**src/sv/sntp_pkg.sv**
```systemverilog
// ----------------------------------------------------------------------------
// SNTP time string parser package
// Shared constants, the parser phase type and the result record.
// ----------------------------------------------------------------------------
package sntp_pkg;

    // Longest weekday or month token before it is cut off.
    localparam int TOKEN_MAX_DEF = 15;

    // Length of the "+CIPSNTPTIME:" prefix.
    localparam int PREFIX_LEN = 13;
    localparam int PREFIX_PW  = 4;

    localparam logic [7:0] CH_SPACE = 8'h20;
    localparam logic [7:0] CH_PLUS  = 8'h2B;
    localparam logic [7:0] CH_MINUS = 8'h2D;
    localparam logic [7:0] CH_COLON = 8'h3A;
    localparam logic [7:0] CH_ZERO  = 8'h30;
    localparam logic [7:0] CH_NINE  = 8'h39;
    localparam logic [7:0] CH_NUL   = 8'h00;

    typedef enum logic [7:0] {
        PH_SEARCH = 8'b0000_0001,
        PH_WEEK   = 8'b0000_0010,
        PH_GAP    = 8'b0000_0100,
        PH_MONTH  = 8'b0000_1000,
        PH_NWAIT  = 8'b0001_0000,
        PH_NDIG   = 8'b0010_0000,
        PH_DONE   = 8'b0100_0000,
        PH_FAIL   = 8'b1000_0000
    } phase_t;

    // Which of the five numbers is being parsed.
    typedef enum logic [2:0] {
        IDX_DAY  = 3'd0,
        IDX_HOUR = 3'd1,
        IDX_MIN  = 3'd2,
        IDX_SEC  = 3'd3,
        IDX_YEAR = 3'd4
    } num_idx_t;

    typedef struct packed {
        logic        ok;
        logic [15:0] year;
        logic [3:0]  month;
        logic [7:0]  day;
        logic [7:0]  hour;
        logic [7:0]  minute;
        logic [7:0]  second;
        logic [2:0]  weekday;
    } res_t;

    function automatic logic [7:0] prefix_char(input logic [PREFIX_PW-1:0] pos);
        logic [7:0] ch;
        case (pos)
            4'd0:    ch = 8'h2B; // '+'
            4'd1:    ch = 8'h43; // 'C'
            4'd2:    ch = 8'h49; // 'I'
            4'd3:    ch = 8'h50; // 'P'
            4'd4:    ch = 8'h53; // 'S'
            4'd5:    ch = 8'h4E; // 'N'
            4'd6:    ch = 8'h54; // 'T'
            4'd7:    ch = 8'h50; // 'P'
            4'd8:    ch = 8'h54; // 'T'
            4'd9:    ch = 8'h49; // 'I'
            4'd10:   ch = 8'h4D; // 'M'
            4'd11:   ch = 8'h45; // 'E'
            4'd12:   ch = 8'h3A; // ':'
            default: ch = 8'h00;
        endcase
        return ch;
    endfunction

endpackage

```
**src/sv/sntp_time_string_parser_unit.sv**
```systemverilog
// ----------------------------------------------------------------------------
// SNTP time string parser
// Scans a modem response one character per item for "+CIPSNTPTIME:" and
// parses the asctime-style date and time that follows it.
// ----------------------------------------------------------------------------
// Usage:
//   The s_ channel carries one character per item (s_char_byte) and s_last,
//   which marks the final character of a response. Only the item with
//   s_last set produces a result on the m_ channel; all other items just
//   advance the parser. A zero byte ends the text; later characters are
//   ignored until s_last.
//   Each item is parsed in the cycle it is accepted, so one item is taken
//   every cycle while s_ready is high. The result is registered and shows up
//   on m_valid in the cycle after the last item is taken if the output is free.
//   The output register is backed by a one-entry skid buffer: while a result
//   waits for m_ready, characters keep being accepted, and s_ready drops only
//   once a second result has been parked in the skid buffer.
//   On failure m_ok and all result fields are zero. After each result the
//   parser returns to its reset state. Reset (aresetn low, synchronous)
//   empties both output stages and restarts the prefix search.
// ----------------------------------------------------------------------------
module sntp_time_string_parser_unit
    import sntp_pkg::*;
#(
    parameter int TOKEN_MAX = TOKEN_MAX_DEF
) (
    input  logic        aclk,
    input  logic        aresetn,

    input  logic        s_valid,
    output logic        s_ready,
    input  logic [7:0]  s_char_byte,
    input  logic        s_last,

    output logic        m_valid,
    input  logic        m_ready,
    output logic        m_ok,
    output logic [15:0] m_year,
    output logic [3:0]  m_month,
    output logic [7:0]  m_day,
    output logic [7:0]  m_hour,
    output logic [7:0]  m_minute,
    output logic [7:0]  m_second,
    output logic [2:0]  m_weekday
);

    localparam int TLW = $clog2(TOKEN_MAX + 1);

    typedef struct packed {
        phase_t               phase;
        logic [PREFIX_PW-1:0] prefix_pos;
        logic [TLW-1:0]       token_len;
        logic [15:0]          weekday_chars;
        logic [23:0]          month_chars;
        logic [15:0]          number_acc;
        logic                 digit_seen;
        logic                 negative;
        num_idx_t             num_idx;
        logic [7:0]           day_val;
        logic [7:0]           hour_val;
        logic [7:0]           minute_val;
        logic [7:0]           second_val;
    } pstate_t;

    localparam pstate_t PSTATE_RESET = '{
        phase:         PH_SEARCH,
        prefix_pos:    '0,
        token_len:     '0,
        weekday_chars: '0,
        month_chars:   '0,
        number_acc:    '0,
        digit_seen:    1'b0,
        negative:      1'b0,
        num_idx:       IDX_DAY,
        day_val:       '0,
        hour_val:      '0,
        minute_val:    '0,
        second_val:    '0
    };

    function automatic logic is_ws(input logic [7:0] c);
        return (c == CH_SPACE) || (c >= 8'd9 && c <= 8'd13);
    endfunction

    function automatic logic is_digit(input logic [7:0] c);
        return (c >= CH_ZERO) && (c <= CH_NINE);
    endfunction

    function automatic pstate_t start_number(input pstate_t s, input num_idx_t k);
        pstate_t r;
        r            = s;
        r.phase      = PH_NWAIT;
        r.num_idx    = k;
        r.number_acc = '0;
        r.digit_seen = 1'b0;
        r.negative   = 1'b0;
        return r;
    endfunction

    // Before the first digit: skip whitespace, take one sign or a digit.
    function automatic pstate_t num_wait(input pstate_t s, input logic [7:0] c);
        pstate_t r;
        r = s;
        if (is_ws(c)) begin
            r = s;
        end else if (c == CH_PLUS || c == CH_MINUS) begin
            r.negative = (c == CH_MINUS);
            r.phase    = PH_NDIG;
        end else if (is_digit(c)) begin
            r.number_acc = {8'd0, c - CH_ZERO};
            r.digit_seen = 1'b1;
            r.phase      = PH_NDIG;
        end else begin
            r.phase = PH_FAIL;
        end
        return r;
    endfunction

    function automatic logic [15:0] signed_val(input pstate_t s);
        return s.negative ? (16'd0 - s.number_acc) : s.number_acc;
    endfunction

    // One character of text, not the end of text.
    function automatic pstate_t feed_char(input pstate_t s, input logic [7:0] c);
        pstate_t              r;
        logic [TLW-1:0]       tl_inc;
        logic [PREFIX_PW-1:0] pos_inc;
        logic [15:0]          v;
        r       = s;
        tl_inc  = s.token_len + 1'b1;
        pos_inc = s.prefix_pos + 1'b1;
        v       = signed_val(s);
        case (s.phase)
            PH_SEARCH: begin
                if (c == prefix_char(s.prefix_pos)) begin
                    r.prefix_pos = pos_inc;
                    if (pos_inc == PREFIX_PW'(PREFIX_LEN)) begin
                        r.phase         = PH_WEEK;
                        r.token_len     = '0;
                        r.weekday_chars = '0;
                    end
                end else begin
                    r.prefix_pos = (c == CH_PLUS) ? PREFIX_PW'(1) : '0;
                end
            end
            PH_WEEK: begin
                if (c == CH_SPACE) begin
                    r.phase = (s.token_len != '0) ? PH_GAP : PH_FAIL;
                end else begin
                    if (s.token_len == TLW'(0)) r.weekday_chars[7:0] = s.weekday_chars[7:0] | c;
                    if (s.token_len == TLW'(1)) r.weekday_chars[15:8] = s.weekday_chars[15:8] | c;
                    r.token_len = tl_inc;
                    if (tl_inc >= TLW'(TOKEN_MAX)) r.phase = PH_GAP;
                end
            end
            PH_GAP: begin
                // The first non-whitespace character is also the first month letter.
                if (!is_ws(c)) begin
                    r.month_chars = {16'd0, c};
                    r.token_len   = TLW'(1);
                    r.phase       = PH_MONTH;
                end
            end
            PH_MONTH: begin
                if (c == CH_SPACE) begin
                    if (s.token_len != '0) r = start_number(s, IDX_DAY);
                    else r.phase = PH_FAIL;
                end else begin
                    if (s.token_len == TLW'(0)) r.month_chars[7:0] = s.month_chars[7:0] | c;
                    if (s.token_len == TLW'(1)) r.month_chars[15:8] = s.month_chars[15:8] | c;
                    if (s.token_len == TLW'(2)) r.month_chars[23:16] = s.month_chars[23:16] | c;
                    r.token_len = tl_inc;
                    if (tl_inc >= TLW'(TOKEN_MAX)) r = start_number(r, IDX_DAY);
                end
            end
            PH_NWAIT: begin
                r = num_wait(s, c);
            end
            PH_NDIG: begin
                if (is_digit(c)) begin
                    r.number_acc = (s.number_acc << 3) + (s.number_acc << 1)
                                 + {8'd0, c - CH_ZERO};
                    r.digit_seen = 1'b1;
                end else if (!s.digit_seen) begin
                    r.phase = PH_FAIL;
                end else begin
                    case (s.num_idx)
                        IDX_DAY: begin
                            r.day_val = v[7:0];
                            r = num_wait(start_number(r, IDX_HOUR), c);
                        end
                        IDX_HOUR: begin
                            r.hour_val = v[7:0];
                            if (c == CH_COLON) r = start_number(r, IDX_MIN);
                            else r.phase = PH_FAIL;
                        end
                        IDX_MIN: begin
                            r.minute_val = v[7:0];
                            if (c == CH_COLON) r = start_number(r, IDX_SEC);
                            else r.phase = PH_FAIL;
                        end
                        IDX_SEC: begin
                            r.second_val = v[7:0];
                            r = num_wait(start_number(r, IDX_YEAR), c);
                        end
                        IDX_YEAR: begin
                            r.number_acc = v;
                            r.phase      = PH_DONE;
                        end
                        default: begin
                            r.phase = PH_FAIL;
                        end
                    endcase
                end
            end
            default: begin
                r = s;
            end
        endcase
        return r;
    endfunction

    // End of text: only a finished year, or one whose digits are still
    // running, survives; every other phase fails.
    function automatic pstate_t end_text(input pstate_t s);
        pstate_t r;
        r = s;
        if (s.phase == PH_DONE) begin
            r = s;
        end else if (s.phase == PH_NDIG && s.num_idx == IDX_YEAR && s.digit_seen) begin
            r.number_acc = signed_val(s);
            r.phase      = PH_DONE;
        end else begin
            r.phase = PH_FAIL;
        end
        return r;
    endfunction

    function automatic logic [3:0] month_code(input logic [23:0] m);
        logic [3:0] code;
        case (m[7:0])
            8'h4A:   code = (m[15:8] == 8'h61) ? 4'd1 : ((m[23:16] == 8'h6E) ? 4'd6 : 4'd7);
            8'h46:   code = 4'd2;
            8'h4D:   code = (m[23:16] == 8'h72) ? 4'd3 : 4'd5;
            8'h41:   code = (m[15:8] == 8'h70) ? 4'd4 : 4'd8;
            8'h53:   code = 4'd9;
            8'h4F:   code = 4'd10;
            8'h4E:   code = 4'd11;
            8'h44:   code = 4'd12;
            default: code = 4'd0;
        endcase
        return code;
    endfunction

    function automatic logic [2:0] weekday_code(input logic [15:0] w);
        logic [2:0] code;
        case (w[7:0])
            8'h4D:   code = 3'd1;
            8'h54:   code = (w[15:8] == 8'h75) ? 3'd2 : 3'd4;
            8'h57:   code = 3'd3;
            8'h46:   code = 3'd5;
            8'h53:   code = (w[15:8] == 8'h61) ? 3'd6 : 3'd7;
            default: code = 3'd0;
        endcase
        return code;
    endfunction

    pstate_t pst_reg, pst_next;
    logic    text_ended_reg, text_ended_next;
    pstate_t feed_st, eot_src, eot_st, post_st;
    res_t    res_new;
    res_t    out_reg, out_next, skid_reg, skid_next;
    logic    out_valid_reg, out_valid_next, skid_valid_reg, skid_valid_next;
    logic    s_take, res_push, m_take, is_nul;

    assign s_ready  = ~skid_valid_reg;
    assign s_take   = s_valid & s_ready;
    assign res_push = s_take & s_last;
    assign m_take   = out_valid_reg & m_ready;
    assign is_nul   = (s_char_byte == CH_NUL);

    always_comb begin
        feed_st = feed_char(pst_reg, s_char_byte);
        eot_src = (text_ended_reg || is_nul) ? pst_reg : feed_st;
        eot_st  = end_text(eot_src);
        if (text_ended_reg) post_st = pst_reg;
        else if (is_nul) post_st = eot_st;
        else post_st = feed_st;

        res_new = '0;
        if (eot_st.phase == PH_DONE) begin
            res_new.ok      = 1'b1;
            res_new.year    = eot_st.number_acc;
            res_new.month   = month_code(eot_st.month_chars);
            res_new.day     = eot_st.day_val;
            res_new.hour    = eot_st.hour_val;
            res_new.minute  = eot_st.minute_val;
            res_new.second  = eot_st.second_val;
            res_new.weekday = weekday_code(eot_st.weekday_chars);
        end

        pst_next        = pst_reg;
        text_ended_next = text_ended_reg;
        if (s_take) begin
            if (s_last) begin
                pst_next        = PSTATE_RESET;
                text_ended_next = 1'b0;
            end else begin
                pst_next        = post_st;
                text_ended_next = text_ended_reg | is_nul;
            end
        end
    end

    // Output register with a one-entry skid buffer behind it.
    always_comb begin
        out_next        = out_reg;
        skid_next       = skid_reg;
        out_valid_next  = out_valid_reg;
        skid_valid_next = skid_valid_reg;
        if (!out_valid_reg || m_take) begin
            if (skid_valid_reg) begin
                out_next        = skid_reg;
                out_valid_next  = 1'b1;
                skid_valid_next = 1'b0;
            end else begin
                out_next       = res_new;
                out_valid_next = res_push;
            end
        end else if (res_push) begin
            skid_next       = res_new;
            skid_valid_next = 1'b1;
        end
    end

    always_ff @(posedge aclk) begin
        if (!aresetn) begin
            pst_reg        <= PSTATE_RESET;
            text_ended_reg <= 1'b0;
            out_valid_reg  <= 1'b0;
            skid_valid_reg <= 1'b0;
        end else begin
            pst_reg        <= pst_next;
            text_ended_reg <= text_ended_next;
            out_valid_reg  <= out_valid_next;
            skid_valid_reg <= skid_valid_next;
        end
    end

    always_ff @(posedge aclk) begin
        out_reg  <= out_next;
        skid_reg <= skid_next;
    end

    assign m_valid   = out_valid_reg;
    assign m_ok      = out_reg.ok;
    assign m_year    = out_reg.year;
    assign m_month   = out_reg.month;
    assign m_day     = out_reg.day;
    assign m_hour    = out_reg.hour;
    assign m_minute  = out_reg.minute;
    assign m_second  = out_reg.second;
    assign m_weekday = out_reg.weekday;

endmodule
```
**config.mk**
```make
export PLATFORM = sky130hd
export DESIGN_NAME = sntp_time_string_parser_unit
export DESIGN_NICKNAME = d
export VERILOG_FILES = /design/src/sv/sntp_pkg.sv /design/src/sv/sntp_time_string_parser_unit.sv
export SDC_FILE = /design/constraint.sdc
export NUM_CORES = 1
export LEC_CHECK = 0
export BUFFER_PORTS_ARGS = -buffer_cell sky130_fd_sc_hd__buf_2
export CAP_MARGIN = 40
export CORE_AREA = 2 2 174 176
export DETAILED_ROUTE_END_ITERATION = 10
export DIE_AREA = 0 0 176 178
export GPL_TIMING_DRIVEN = 0
export PLACE_DENSITY = 0.65
export SYNTH_ARGS = -nofsm -noshare
export SYNTH_HDL_FRONTEND = slang
export SYNTH_SLANG_ARGS = --single-unit
export TNS_END_PERCENT = 1
```
**constraint.sdc**
```tcl
create_clock -name aclk -period 13.85 [get_ports aclk]
set_input_delay 1.385 -clock aclk [delete_from_list [all_inputs] [get_ports aclk]]
set_output_delay 1.385 -clock aclk [all_outputs]
set_load 0.05 [all_outputs]
```
# After elaboration in Yosys (flattened, before gate mapping)
# Memories as Yosys holds them, arrays and structs flattened. A register that Yosys moved wholly into a read port is not among the register bits.
# Index checks and enable logic that the tools add are counted.
# word_totals
regBits	224
word_cells	211
output_inout_bits	58
latchBits	0
ramBits	0
mem_count	1
rom_bits	112
inputBits	13
# classes
eq_ne	43
mul	0
bitwise	12
add_sub_neg	7
reduce_logical	19
order_cmp	5
n_mux	92
div_mod_pow	0
shift	0
# mem_list
name	words	word_bits	read_ports	rd_clocked_by_memory_dff	wr	line_no	text
(no name shown)	16	7	1	1	0	sntp_pkg.sv:55	case (pos)
# ops
cell	n
101-bit two-way mux	9
109-bit two-way mux	6
8-bit two-way mux	22
8-bit by 7-bit equality test with 1-bit output, second input constant	21
56-bit two-way mux	3
18-bit two-way mux	9
53-bit two-way mux	3
53-bit case mux with 3 select lines	1
37-bit case mux with 4 select lines	1
48-bit case mux with 2 select lines	1
16-bit case mux with 5 select lines	1
24-bit case mux with 3 select lines	1
16-bit two-way mux	4
16-bit case mux with 4 select lines	1
20-bit two-way mux	3
17-bit two-way mux	3
8-bit by 6-bit equality test with 1-bit output, second input constant	6
8-bit case mux with 6 select lines	1
8-bit OR	5
36-bit two-way mux	1
4-bit case mux with 8 select lines	1
1-bit by 16-bit subtractor with 16-bit output, first input constant	2
24-bit two-way mux	1
8-bit case mux with 3 select lines	1
42 further kinds	71

# Logic depth before layout (Yosys ltp)
# depth
ltp_word	23
depth_mapped	16
mapped_depth_nobuf	15

# Least setup slack after synthesis
# No wires, ideal clock.
# synth_timing
path_kind	input to register
startpoint	input port m_ready
endpoint	register skid_reg[0] (netlist bit) (enable)
required_time_ps	13380
path_buffers	0
path_stages	2
setup_ps	470
setup_slack_ps	8093
t_arrival_ps	5288
cell_sequence	nand2b_1 > nor2_1
# synth_via
elab_chain_cells	4
# synth_lines
item	line_no	text
start: declaration	sntp_time_string_parser_unit.sv:36	input logic m_ready,
1-bit AND	sntp_time_string_parser_unit.sv:279	assign m_take = out_valid_reg & m_ready;
1-bit logical OR	sntp_time_string_parser_unit.sv:321	if (!out_valid_reg || m_take) begin
1-bit inverter (no line)	-	
2-bit AND reduction (no line)	-	
end signal: assignment	sntp_time_string_parser_unit.sv:352	skid_reg <= skid_next;
end: declaration	sntp_time_string_parser_unit.sv:272	res_t out_reg, out_next, skid_reg, skid_next;
# No other way between the ends.
# A chain may end at the register's enable or synchronous reset.

# Worst setup path after layout
# layout_timing
startpoint	input port s_char_byte[4]
endpoint	register out_reg, in the netlist m_month[1] (data pin)
# layout_via
elab_chain_cells	19
elab_cells_between_ends	80
cone_classes	4 x order compare; 19 x eq/ne; 46 x mux; 3 x bitwise; 8 x reduce/logical
# layout_lines
item	line_no	text
start: declaration	sntp_time_string_parser_unit.sv:32	input logic [7:0] s_char_byte,
8-bit by 6-bit equality test with 1-bit output	sntp_time_string_parser_unit.sv:194, sntp_time_string_parser_unit.sv:199	
53-bit two-way mux, on equally long branches	sntp_time_string_parser_unit.sv:199, sntp_time_string_parser_unit.sv:194	
101-bit two-way mux	sntp_time_string_parser_unit.sv:187	case (s.num_idx)
101-bit two-way mux	sntp_time_string_parser_unit.sv:184	end else if (!s.digit_seen) begin
101-bit two-way mux	sntp_time_string_parser_unit.sv:180	if (is_digit(c)) begin
101-bit two-way mux	sntp_time_string_parser_unit.sv:133	case (s.phase)
37-bit case mux with 4 select lines	sntp_time_string_parser_unit.sv:187	
101-bit two-way mux	sntp_time_string_parser_unit.sv:184	
36-bit two-way mux	sntp_time_string_parser_unit.sv:180	
53-bit case mux with 3 select lines	sntp_time_string_parser_unit.sv:133	
109-bit two-way mux *	sntp_time_string_parser_unit.sv:284	eot_src = (text_ended_reg || is_nul) ? pst_reg : feed_st;
branches (longest 6 deep; another with 8-bit by 6-bit equality test with 1-bit output)	-	
56-bit two-way mux *	sntp_time_string_parser_unit.sv:291	if (eot_st.phase == PH_DONE) begin
56-bit two-way mux *	sntp_time_string_parser_unit.sv:322	if (skid_valid_reg) begin
end signal: assignment	sntp_time_string_parser_unit.sv:351	out_reg <= out_next;
end: declaration	sntp_time_string_parser_unit.sv:272	
# Every way passes the cells marked *. The select of a mux whose other input is x is not followed.

==> metrics.txt <==
cell area after layout=roughly 16000 sq um; dominant cell by count in the synthesized netlist=nand2_1; Commonest cells post-synth=nand2_1 (184), nor2_1 (180), a21oi_1 (153); Die Width=roughly 180 um; DP HPWL=38100 um; Synth Area in Compound Gates=between 20 and 30%; H-Tree Depth=1; maximum number of pins on one net before global-route repair=40; IO buf count=67; post-synthesis simple-gate area fraction=roughly a fifth; # setup viols final=0; CP arrival=7340 ps; placed cell count=2127; total grt overflow=0; Synth top area share=23.7%; Crit. End Element=register; largest family of logic cells by synthesized area=compound AO/OA/AOI/OAI gates; Main synth FF type=dfxtp_1; Clock transition at path regs=60 ps; Startpoint Class=primary input; Antenna Violating Nets Remaining=0; Routed WL=50300 um; # rows=63; first-pass GRT wire length=76300 um; Layout Nets=1822; max-cap violations=0; clock insertion delay at the later pin of the skew report=550 ps; total power per unit cell area=93.2 nW/um^2; post-synthesis mux area share=0.962%; Layout Cells excl Fill=2175; vias in the first global route=12900; Clock Tree Buf Depth=3; Core Util, Final=a little over half; area of placed instances=15200 sq um; layout cells sized above 1=11.7%; period utilisation layout=roughly 50%; Post-Syn Instances=1653; worst hold path class=register to register; clock buffer count from CTS=26; postcts setup bufs=0; maximum vdd drop=0.0888 mV; max FFs per register=109; outcome=completed; Synth area leader=edfxtp_1; Worst Path Required=about 14000 ps; Syn Area/Cell=about 8.6 sq um; Detailed Routing Iterations Pass 1=8; post_cts resized=0; Yosys cell types=99; Yosys warning total=0; Syn Nets=approximately 1700; Vias=13800; Layout area overhead=12.7%; die area=31300 sq um; Post-Syn Area=14200 sq um; initial antenna violation count=1; kind of critical path=primary input to register; skew final=24.9 ps; Vias/cell=between 6 and 7; Max Clock Freq=~140 MHz; RSZ-0062 raised after global routing=no; initial core utilization=48.2%; Die H=roughly 180 um; hold_buf cts=0; relative slew slack=26.8%; Crit Path Max Fanout=10; DR iter-0 viols=1756; GPL Wtd Cong=between 0.9 and 1; post-synthesis adder-cell area fraction=4.20%; root buffer cell=clkbuf_16; Final min period=between 6000 and 7000 ps; FF+latch count, synth=231; drt drc=0; Synth Area in XOR/XNOR=2.78%; n_diodes=0; top area cells in the synthesized netlist=edfxtp_1 (24%), dfxtp_1 (17%), a21oi_1 (5.4%); Core Area=between 20000 and 30000 sq um; Slew @ Worst Pin=1100 ps; fin. max-slew vios=0; DR WL/cell=23.1 um; CTS tree=done; sequential fraction of the synthesis area=40.5%; Post-synth EDFFs=112; Static Leak=5.35 nW; setup TNS=0 ps; I/O Pins=71; Clock Sinks=231; asr flop ratio synth=0%; total track usage=31.8%; Hold Vio Cnt, Final=0
final cells by class:
cell class              count  area [sq um]
fillers                  2745         13400
multi-input cells        1260          7760
flip-flops and latches    231          5750
clock buffers              34           691
plain buffers             119           531
repair buffers             84           488
well taps                 390           488
inverters                  43           161
clock inverters            14           106
cells in the final DEF, fill, tap and decap left out, types with 7 or more instances in the layout:
| cell type | count |
|---|---|
| a211oi_1 | 18 |
| a21o_1 | 11 |
| a21oi_1 | 153 |
| a22o_1 | 9 |
| a22oi_1 | 7 |
| a311oi_1 | 7 |
| a31oi_1 | 37 |
| a32o_1 | 9 |
| a32oi_1 | 7 |
| and2_1 | 9 |
| and3_1 | 12 |
| buf_2 | 101 |
| buf_4 | 12 |
| clkbuf_1 | 84 |
| clkbuf_16 | 26 |
| clkinv_1 | 8 |
| dfxtp_1 | 119 |
| edfxtp_1 | 112 |
| ha_1 | 38 |
| inv_1 | 42 |
| mux2i_1 | 8 |
| nand2_1 | 184 |
| nand2b_1 | 9 |
| nand3_1 | 30 |
| nand4_1 | 19 |
| nor2_1 | 179 |
| nor2b_1 | 16 |
| nor3_1 | 42 |
| nor4_1 | 19 |
| o211ai_1 | 14 |
| o21ai_0 | 112 |
| o21ai_1 | 12 |
| o22ai_1 | 25 |
| o31ai_1 | 58 |
| or4_1 | 10 |
| xnor2_1 | 29 |
| xor2_1 | 16 |
kinds of logic (layout without fill, tap and decap cells):
group	count (synthesis)	in the layout
AND/OR/NAND/NOR	599	599
XOR/XNOR	45	45
adder cells (fa/ha/maj)	44	44
multiplexers	13	13
buffers and inverters	162	294
flip-flops	231	231
AO/OA/AOI/OAI	559	559
critical path, stage by stage:
cell and delay (ps):
buf_2 150, clkbuf_1 680, inv_1 410, ha_1 360, a31oi_1 470, clkbuf_1 590, clkbuf_1 530, buf_1 750
nand4_1 160, a222oi_1 1000, nand4b_1 470, o31ai_1 370
final timing paths:
kind                                     start    endpoint  slack, ps  cells past startpoint
worst max-delay path            s_char_byte[4]  m_month[1]       6870                     12
worst min-delay path                pst_reg[4]  pst_reg[4]        450                      2
worst max register to register  text_ended_reg  m_month[1]       8870                      8
worst min register to register      pst_reg[4]  pst_reg[4]        450                      2
routing by layer:
metal / GRT usage (%) / vias to the layer above / wire [um] / share of wire (%)
met4: 11.1 / 0 / 1890 / 3.8
met3: 5.03 / 114 / 4250 / 8.4
met2: 49.4 / 662 / 22000 / 44
met1: 45.0 / 6634 / 22200 / 44
met5: 0 / - / 0 / 0
li1: - / 6398 / - / -
power breakdown:
part           total (mW)  switching (mW)  internal [mW]
Clock               0.656           0.286          0.370
Combinational       0.109          0.0865         0.0225
Sequential          0.724         0.00277          0.721
Total                1.49           0.375           1.11
stage by stage:
stage | setup WS (ps) | power [mW] | hold WS, ps
2_1_floorplan | 8090 | 0.806 | 420
3_3_place_gp | 6270 | 0.843 | 434
3_5_place_dp | 6700 | 0.845 | 438
4_1_cts | 7250 | 1.50 | 452
5_1_grt | 6790 | 1.53 | 473
6_report | 6870 | 1.49 | 449
No activity file was read; power rests on OpenSTA's default activity.
